$ cat src/sv/q2rm_pkg.sv
// ----------------------------------------------------------------------------
// q2rm_pkg
// Widths, types and helpers of the quaternion to rotation matrix unit.
// ----------------------------------------------------------------------------
package q2rm_pkg;

    localparam int unsigned COMPONENT_WIDTH = 16;
    localparam int unsigned FRACTION_BITS   = 14;
    localparam int unsigned CW     = COMPONENT_WIDTH;
    localparam int unsigned FB     = FRACTION_BITS;
    localparam int unsigned PW     = 2 * CW;
    localparam int unsigned QW     = 2 * CW + 1;
    localparam int unsigned NW     = QW + 1;
    localparam int unsigned RW     = FB + 1;
    localparam int unsigned TW     = 15;
    localparam int unsigned NLANE  = 9;
    localparam int unsigned LIM    = 1 << FB;
    localparam int unsigned WMAX   = (1 << (CW - 1)) - 1;
    localparam int unsigned ONE    = (LIM > WMAX) ? WMAX : LIM;
    localparam logic [TW-1:0] THRESH_RESET = TW'(16);

    typedef logic signed [CW-1:0] t_comp;
    typedef logic signed [PW-1:0] t_prod;
    typedef logic signed [NW-1:0] t_num;

    typedef struct packed {
        logic [QW-1:0]             q;
        logic [NLANE-1:0][QW-1:0]  r;
        logic [NLANE-1:0][FB-1:0]  res;
        logic [NLANE-1:0]          sat;
        logic [NLANE-1:0]          neg;
        logic                      zero;
    } t_div;

    typedef struct packed {
        logic [NLANE-1:0][CW-1:0]  m;
        logic                      zero;
    } t_mat;

    function automatic t_num sext(input t_prod v);
        return NW'(v);
    endfunction

endpackage

$ cat src/sv/q2rm_finish.sv
// ----------------------------------------------------------------------------
// q2rm_finish
// Rounding, saturation, small-entry cleaning, sign and identity select.
// ----------------------------------------------------------------------------
module q2rm_finish (
    input  logic                       i_clk,
    input  logic                       i_rst_n,
    input  logic                       i_en,
    input  logic                       i_valid,
    input  q2rm_pkg::t_div             i_div,
    input  logic [q2rm_pkg::TW-1:0]    i_thresh,
    output logic                       o_valid,
    output q2rm_pkg::t_mat             o_mat
);
    logic r_v;
    q2rm_pkg::t_mat r_mat, n_mat;

    always_comb begin
        logic [q2rm_pkg::RW-1:0] rnd;
        logic [q2rm_pkg::QW:0]   r2;
        n_mat.zero = i_div.zero;
        for (int i = 0; i < q2rm_pkg::NLANE; i++) begin
            r2  = {i_div.r[i], 1'b0};
            rnd = {1'b0, i_div.res[i]} + q2rm_pkg::RW'(r2 >= {1'b0, i_div.q});
            if (i_div.sat[i] || 32'(rnd) > q2rm_pkg::LIM) begin
                rnd = q2rm_pkg::RW'(q2rm_pkg::LIM);
            end
            if (32'(rnd) > q2rm_pkg::WMAX) begin
                rnd = q2rm_pkg::RW'(q2rm_pkg::WMAX);
            end
            if (32'(rnd) < 32'(i_thresh)) begin
                rnd = '0;
            end
            n_mat.m[i] = i_div.neg[i] ? -q2rm_pkg::CW'(rnd) : q2rm_pkg::CW'(rnd);
            if (i_div.zero) begin
                n_mat.m[i] = (i == 0 || i == 4 || i == 8)
                           ? q2rm_pkg::CW'(q2rm_pkg::ONE) : '0;
            end
        end
    end

    always_ff @(posedge i_clk) begin
        if (!i_rst_n) begin
            r_v <= 1'b0;
        end else if (i_en) begin
            r_v <= i_valid;
        end
        if (i_en) begin
            r_mat <= n_mat;
        end
    end

    assign o_valid = r_v;
    assign o_mat   = r_mat;
endmodule

$ cat config.mk
export PLATFORM = sky130hd
export DESIGN_NAME = q2rm_finish
export DESIGN_NICKNAME = d
export VERILOG_FILES = /design/src/sv/q2rm_pkg.sv /design/src/sv/q2rm_finish.sv
export SDC_FILE = /design/constraint.sdc
export NUM_CORES = 1
export LEC_CHECK = 0
export BUFFER_PORTS_ARGS = -buffer_cell sky130_fd_sc_hd__buf_4
export CAP_MARGIN = 10
export CORE_MARGIN = 1
export CORE_UTILIZATION = 32
export DETAILED_ROUTE_END_ITERATION = 16
export PLACE_DENSITY = 0.55
export SYNTH_ARGS = -nofsm -noshare
export SYNTH_HDL_FRONTEND = slang
export SYNTH_SLANG_ARGS = --single-unit
export TNS_END_PERCENT = 50
$ cat constraint.sdc
create_clock -name i_clk -period 16.8 [get_ports i_clk]
set_input_delay 1.68 -clock i_clk [delete_from_list [all_inputs] [get_ports i_clk]]
set_output_delay 1.68 -clock i_clk [all_outputs]
set_load 0.05 [all_outputs]
==> impl_metrics.json, run 1 <==
{
  "run_status": "finished, final reports clean",
  "final_hold_viol_count": 0,
  "route.vias.total": 23046,
  "fin_area_mm2": 0.0286,
  "postSynth.asyncResetShare_pct": 0,
  "layout_commonest_cell": "buf_4",
  "cts_resized": 0,
  "cpMostUsedCell": "ha_1",
  "htreeDepth": 4,
  "cp.arrival_ns": 10.62,
  "post_cts_buffers": 0,
  "worstMarginPinSlew_ns": 1.13,
  "crit_slowest_cell": "or4b_2",
  "grt_pass1_vias": 22652,
  "place_congestion": 0.930,
  "die_w_um": 266,
  "p_leak_nw": 12.8,
  "clock_skew_ns": 0,
  "start_kind": "input port",
  "dpl.hpwl_mm": 80.9,
  "wl_per_cell_um": 22.9,
  "crit_buf_inv": 3,
  "start_util_pct": 32.5,
  "grt_setup_unrepaired": "no",
  "fmax_mhz": 97.0,
  "port_buffers": 639,
  "clock_latency_ns": 0.44,
  "cts.sinks": 146,
  "critical_path_required_ns": 17.12,
  "boundaryPins": 640,
  "end_kind": "register",
  "drc": 0,
  "routed_wl_mm": 97.1,
  "synthesis.instances": 2716,
  "cp_max_fo": 9,
  "die-area_mm2": 0.0709,
  "drt_pass1_iterations": 5,
  "grt_pass1_wl_mm": 142,
  "grt_start_max_net_pins": 79,
  "layout_common_cells": "buf_4, ha_1, nor2_1",
  "ys_ff_latch": 146,
  "timing.final.crit_period_ns": 10.30,
  "finalSetupViolCount": 0,
  "yosysWarnings": 0,
  "place_area_mm2": 0.0280,
  "synth.avg_cell_area_um2": 8.23,
  "drv_slew": 0,
  "detail_route.vias_per_cell": 5.43,
  "fin_crit_sh_pct": 61.3,
  "core_mm2": 0.0688,
  "synthFlopType": "edfxtp_1",
  "grt.total_usage_pct": 26.7,
  "relSlewSlack_pct": 24.7,
  "ys_seq_area_share_pct": 19.6,
  "syn_nets": 3660,
  "nets": 4237,
  "synth-edff-count": 145,
  "synth_cell_types": 83,
  "die_h_um": 266,
  "path_clk_slew_ns": 0.07,
  "cts_hold_buf": 0,
  "finalSetupTns_ns": 0,
  "antenna_left": 0,
  "overflow": 0,
  "drive_gt1_share_pct": 21.8,
  "p_per_area_mw_per_mm2": 54.7,
  "tritoncts": "yes",
  "drv_cap": 0,
  "ir_drop_uv": 70.0,
  "post_synth_instance_area_mm2": 0.0224,
  "hp-class": "reg -> reg",
  "cts-root-buf": "clkbuf_16",
  "crit_type": "in -> reg",
  "slowest_delay_ns": 0.65,
  "drtIter0Drc": 1519,
  "area_growth_pct": 28.0,
  "clockBufferDepth": 2,
  "rows": 96,
  "cts_inserted_buffers": 17,
  "crit_family": "simple AND/OR/NAND/NOR gates",
  "antenna_found_initial": 6
}
## synth_stat cells (all sizes together) (32+ instances only)
library cell / number / area [um2]
nor2: 279 / 1050
nand3: 101 / 505
a21oi: 168 / 841
a211oi: 35 / 263
clkbuf: 71 / 267
xor2: 53 / 464
inv: 114 / 428
a21o: 86 / 646
nor3: 71 / 360
nand4: 125 / 795
nand2b: 33 / 206
nor2b: 52 / 325
ha: 450 / 5630
edfxtp: 145 / 4350
and3: 48 / 305
nand2: 190 / 716
o21a: 32 / 240
o21ai: 145 / 726
xnor2: 139 / 1220
## layer usage
| metal | vias to the layer above | wire (um) | global-route usage (%) |
|---|---|---|---|
| met5 | - | 0 | 0 |
| met4 | 0 | 2370 | 7.55 |
| met3 | 82 | 5760 | 4.84 |
| met2 | 675 | 49500 | 49.4 |
| met1 | 10862 | 39500 | 31.1 |
| li1 | 11427 | - | - |
## worst min-delay path: cells and delay by family (launching register included)
family           cells  cell delay, ns
DFF                  1            0.32
muxes                1            0.12
and+or+nand+nor      1            0.06
## layout make-up
class / instances / area (um2)
multi-input combinational: 2363 / 17200
inverter: 114 / 428
tap: 931 / 1160
timing repair buffer: 651 / 4890
clock buffer: 18 / 429
clock inverter: 14 / 158
fill: 7161 / 40200
antenna: 6 / 15.0
sequential: 146 / 4370
## state kept, by name, summed over array words and instances, names as in the netlist
register  count
o_mat       145
o_valid       1
## final timing paths
| path | from | endpoint | slack, ns | depth (start not counted) |
|---|---|---|---|---|
| worst max-delay path | i_div[473] | o_mat[67] | 6.50 | 34 |
| worst min-delay path | o_valid | o_valid | 0.55 | 2 |
| worst max register to register | o_valid | o_valid | 16.18 | 2 |
| worst min register to register | o_valid | o_valid | 0.55 | 2 |
## cells by family (layout without fill, tap and decap cells)
| kind of cell | Yosys count | count (layout) | share of synthesized area (%) |
|---|---|---|---|
| compound gates | 661 | 661 | 19.4 |
| buf+inv | 207 | 797 | 3.64 |
| xor+xnor | 192 | 192 | 7.52 |
| mux | 19 | 19 | 0.895 |
| other cells | 0 | 6 | 0 |
| flops | 146 | 146 | 19.6 |
| simple gates | 1041 | 1041 | 23.8 |
| fa+ha+maj | 450 | 450 | 25.2 |
## through the flow
step	power [W]	cells	utilization (%)	hold slack (ns)	worst slack, ns
after floorplan	0.000883	2716	-	0.743	7.89
after global placement	0.00118	4205	40.7	0.510	6.34
after detailed placement	0.00118	4205	40.7	0.545	6.20
after CTS	0.00158	4237	41.6	0.558	6.63
after global routing	0.00166	4243	41.6	0.588	5.76
final	0.00157	4243	41.6	0.545	6.50
## power by group
group,switching (W),internal (W)
Clock,0.000174,0.000221
Combinational,0.000446,0.000285
Sequential,0.00000986,0.000431
Total,0.000630,0.000938
(Power assumes the default switching activity.)
==> run 2, diff against run 1 <==
Clock period 16.8 ns to 10.05 ns, I/O delays scaled along.
==> run 2 against run 1 <==
Core utilization up 0.25 points. Register-to-register slack worse by 6.8 ns. Critical path depth unchanged. Total power is 68% higher.
==> impl_metrics.json, run 2 (same netlist as run 1, synthesis figures left out) <==
{
  "run_status": "finished, final reports clean",
  "cts_resized": 0,
  "cts.sinks": 146,
  "hp-class": "reg -> reg",
  "worstMarginPinSlew_ns": 0.941,
  "antenna_left": 0,
  "fillCellCount": 7201,
  "detail_route.vias_per_cell": 5.43,
  "power.share.sequential_pct": 28.1,
  "layout_common_cells": "buf_4, ha_1, nor2_1",
  "p_int_w": 0.00157,
  "die_h_um": 266,
  "cts-root-buf": "clkbuf_16",
  "finalSetupViolCount": 0,
  "fmax_mhz": 110,
  "port_buffers": 639,
  "rows": 96,
  "die_w_um": 266,
  "crit_type": "in -> reg",
  "cpMostUsedCell": "ha_1",
  "slowest_delay_ns": 0.66,
  "timing.final.crit_period_ns": 9.10,
  "antenna_found_initial": 13,
  "final_hold_viol_count": 0,
  "start_util_pct": 32.5,
  "dpl.hpwl_mm": 81.3,
  "grt_pass1_vias": 22973,
  "fin_crit_sh_pct": 90.5,
  "wl_per_cell_um": 22.8,
  "htreeDepth": 4,
  "p_sw_share_pct": 40.1,
  "p_leak_nw": 12.9,
  "drv_slew": 0,
  "drtIter0Drc": 1514,
  "clock_skew_ns": 0,
  "clock_latency_ns": 0.44,
  "critical_path_required_ns": 10.36,
  "die-area_mm2": 0.0709,
  "core_mm2": 0.0688,
  "cts_inserted_buffers": 17,
  "place_area_mm2": 0.0282,
  "routed_wl_mm": 97.4,
  "grt_pass1_wl_mm": 143,
  "crit_slowest_cell": "or4b_2",
  "largest_reg_flops": 145,
  "end_kind": "register",
  "ir_drop_uv": 119,
  "place_congestion": 0.924,
  "p_clk_share_pct": 25.1,
  "grt_start_max_net_pins": 78,
  "cp_max_fo": 9,
  "area_growth_pct": 28.8,
  "cts_hold_buf": 0,
  "combPwrFrac_pct": 46.9,
  "fin_area_mm2": 0.0288,
  "overflow": 0,
  "start_kind": "input port",
  "grt.total_usage_pct": 26.9,
  "drv_cap": 0,
  "boundaryPins": 640,
  "grt_setup_unrepaired": "no",
  "finalSetupTns_ns": 0,
  "p_per_area_mw_per_mm2": 91.2,
  "drc": 0,
  "p_switching_w": 0.00105,
  "tritoncts": "yes",
  "layout_commonest_cell": "buf_4",
  "relSlewSlack_pct": 36.6,
  "post_cts_buffers": 0,
  "drive_gt1_share_pct": 22.3,
  "drt_pass1_iterations": 5,
  "nets": 4259,
  "route.vias.total": 23154,
  "cp.arrival_ns": 9.40,
  "path_clk_slew_ns": 0.07,
  "clockBufferDepth": 2
}
==> run 2: cell types whose count changed in the layout (fill, tap and decap cells not counted), sizes merged <==
cell and change:
buf +22, clkinv -2, clkinvlp +1, diode +3, inv +1
==> run 2: critical path, delay by kind of cell <==
family                   cells  cell delay (ns)
AND/OR/NAND/NOR             16             3.88
adder cells (fa/ha/maj)      5             1.38
buffers and inverters        3             0.46
AO/OA/AOI/OAI               10             2.67
==> run 2: metal layers <==
metal	up-vias	GRT usage [%]	part of all wire, %
met4	6	9.06	3.0
met2	727	49.8	51
met1	10844	30.8	40
met3	110	4.95	5.9
li1	11467	-	-
met5	-	0	0.037
==> run 2: final cells by class <==
cell class / instances / area [um2] / share of cell area, %
inverter: 114 / 428 / 1.49
antenna: 9 / 22.5 / 0.0782
timing repair buffer: 673 / 5060 / 17.6
clock inverter: 14 / 155 / 0.539
sequential: 146 / 4370 / 15.2
tap: 931 / 1160 / 4.04
clock buffer: 18 / 429 / 1.49
multi-input combinational: 2363 / 17200 / 59.6
==> run 2: worst paths after layout <==
path / start / endpoint / slack (ns) / cells past startpoint
worst min-delay path: o_valid / o_valid / 0.54 / 2
worst max register to register: o_valid / o_valid / 9.43 / 2
worst min register to register: o_valid / o_valid / 0.54 / 2
worst max-delay path: i_div[473] / o_mat[67] / 0.95 / 34
==> run 2: power by group through the flow <==
| stage | Clock [W] | Sequential (W) | Combinational, W |
|---|---|---|---|
| 2_1_floorplan | 0 | 0.000910 | 0.000567 |
| 3_3_place_gp | 0 | 0.000751 | 0.00123 |
| 3_5_place_dp | 0 | 0.000751 | 0.00123 |
| 4_1_cts | 0.000677 | 0.000738 | 0.00123 |
| 5_1_grt | 0.000700 | 0.000741 | 0.00135 |
| 6_report | 0.000658 | 0.000737 | 0.00123 |
==> run 2: stage by stage <==
step	utilization (%)	instances	hold slack, ns	setup WS (ns)	total power, W
after global placement	41.0	4227	0.504	0.733	0.00198
after CTS	41.8	4259	0.549	1.04	0.00265
after floorplan	-	2716	0.743	1.81	0.00148
final	41.9	4268	0.539	0.953	0.00263
after global routing	41.9	4268	0.567	0.440	0.00279
after detailed placement	41.0	4227	0.540	0.579	0.00198
==> run 3, diff against run 2 <==
Settings changed: CELL_PAD_IN_SITES_DETAIL_PLACEMENT from default to 2, CELL_PAD_IN_SITES_GLOBAL_PLACEMENT from default to 2, CORE_UTILIZATION 32 to 31, PLACE_DENSITY 0.55 to 0.84.
==> run 3 against run 2 <==
Worst hold slack improved by 0.029 ns. Maximum frequency fell by 2.6%. Routed wire length rose by 20%. Die area grew 3.2%. Critical endpoint unchanged. Flip-flop and latch count unchanged. Sequential share of layout area hardly changed.
==> impl_metrics.json, run 3 (same netlist as run 1, synthesis figures left out) <==
{
  "final_hold_viol_count": 0,
  "crit_type": "in -> reg",
  "clock_skew_ns": 0,
  "relSlewSlack_pct": 23.8,
  "grt.total_usage_pct": 31.2,
  "grt_pass1_vias": 27789,
  "nets": 4257,
  "ff2ff_path_depth": 2,
  "multi_input_area_mm2": 0.0172,
  "area_growth_pct": 29.0,
  "start_util_pct": 31.3,
  "reg2reg_from": "o_valid",
  "hp-start": "o_valid",
  "layout_common_cells": "buf_4, ha_1, nor2_1",
  "die_h_um": 271,
  "whs_ns": 0.567,
  "routed_wl_mm": 117,
  "finalSetupViolCount": 0,
  "ir_drop_uv": 104,
  "worstReg2RegEnd": "o_valid",
  "holdPathStages": 2,
  "p_int_w": 0.00159,
  "regArea_mm2": 0.00437,
  "run_status": "finished, final reports clean",
  "finalSetupTns_ns": 0,
  "place_congestion": 0.968,
  "clockBufferDepth": 2,
  "fmax_mhz": 107,
  "cts_resized": 0,
  "overflow": 0,
  "die-area_mm2": 0.0732,
  "dpl.hpwl_mm": 98.4,
  "drv_slew": 0,
  "port_buffers": 639,
  "core_mm2": 0.0715,
  "rows": 98,
  "crit_slowest_cell": "or4b_2",
  "drc": 0,
  "cts_inserted_buffers": 17,
  "hp-class": "reg -> reg",
  "largest_reg_flops": 145,
  "p_per_area_mw_per_mm2": 94.6,
  "r2r_slack_ns": 9.39,
  "cp_max_fo": 9,
  "grt_start_max_net_pins": 83,
  "start_kind": "input port",
  "hold_end": "o_valid",
  "p_switching_w": 0.00114,
  "fillCellCount": 8125,
  "combPwrFrac_pct": 47.8,
  "timing.final.crit_period_ns": 9.34,
  "tritoncts": "yes",
  "wl_per_cell_um": 27.2,
  "clock_latency_ns": 0.49,
  "fin_ws_ns": 0.713,
  "layout_commonest_cell": "buf_4",
  "grt_pass1_wl_mm": 174,
  "grt_setup_unrepaired": "no",
  "boundaryPins": 640,
  "p_sw_share_pct": 41.9,
  "drtIter0Drc": 1288,
  "detail_route.vias_per_cell": 5.81,
  "path_clk_slew_ns": 0.07,
  "p_leak_nw": 12.9,
  "drt_pass1_iterations": 5,
  "cts-root-buf": "clkbuf_16",
  "end_kind": "register",
  "cts_hold_buf": 0,
  "cts.sinks": 146,
  "drive_gt1_share_pct": 22.3,
  "antenna_found_initial": 29,
  "worstMarginPinSlew_ns": 1.13,
  "die_w_um": 271,
  "antenna_left": 0,
  "post_cts_buffers": 0,
  "htreeDepth": 4,
  "fin_crit_sh_pct": 92.9,
  "drv_cap": 0,
  "slowest_delay_ns": 0.70,
  "place_ws_ns": 0.328,
  "cp.arrival_ns": 9.69,
  "cpMostUsedCell": "ha_1",
  "power.share.sequential_pct": 27.2,
  "p_clk_share_pct": 25.0,
  "route.vias.total": 24988,
  "critical_path_required_ns": 10.40
}
-- run 3: cell count changes in the layout (fill, tap and decap cells not counted), moves of 2 or more --
cell	previous run	this run
diode_2	9	26
buf_4	672	670
clkbuf_1	1	3
clkinv_1	2	0
-- run 3: through the flow --
step | instances | power, W | util (%) | instance area, um2
finish | 4302 | 0.00273 | 40.4 | 28900
global route | 4302 | 0.00286 | 40.4 | 28900
CTS | 4276 | 0.00274 | 40.3 | 28800
detailed placement | 4244 | 0.00205 | 39.5 | 28200
global placement | 4244 | 0.00197 | 39.5 | 28200
floorplan | 2716 | 0.00148 | - | 22400
-- run 3: cell type report --
class | count | share of cell area [%]
multi-input cells | 2363 | 59.5
clock buffers | 20 | 1.51
diodes | 26 | 0.225
inverters | 114 | 1.48
repair buffers | 671 | 17.5
flip-flops and latches | 146 | 15.2
clock inverters | 12 | 0.520
well taps | 950 | 4.12
-- run 3: worst max path at each step --
stage / from / endpoint / slack, ns
3_3_place_gp: i_div[465] / o_mat[47] / 0.59
6_report: i_div[470] / o_mat[67] / 0.71
5_1_grt: i_div[470] / o_mat[67] / 0.06
3_5_place_dp: i_div[470] / o_mat[67] / 0.33
2_1_floorplan: i_div[473] / o_mat[67] / 1.81
4_1_cts: i_div[470] / o_mat[67] / 0.79
-- run 3: power groups by stage --
| stage | Clock, W | Sequential, W | Combinational [W] |
|---|---|---|---|
| floorplan | 0 | 0.000910 | 0.000567 |
| global placement | 0 | 0.000755 | 0.00121 |
| detailed placement | 0 | 0.000757 | 0.00129 |
| CTS | 0.000698 | 0.000744 | 0.00130 |
| global route | 0.000715 | 0.000746 | 0.00140 |
| finish | 0.000682 | 0.000743 | 0.00131 |
-- run 3: routing by layer --
layer | part of all wire [%] | GRT usage, % | routed length (um)
met1 | 39 | 34.0 | 45400
met5 | 0.022 | 0 | 26
met2 | 51 | 57.4 | 59800
met3 | 5.3 | 6.25 | 6200
met4 | 4.6 | 14.4 | 5400
-- run 3: worst max-delay path: cells and delay by family --
| kind | cells | cell delay, ns |
|---|---|---|
| fa+ha+maj | 5 | 1.30 |
| simple gates | 17 | 4.23 |
| buf+inv | 4 | 0.66 |
| compound gates | 9 | 2.34 |
| xor+xnor | 1 | 0.15 |
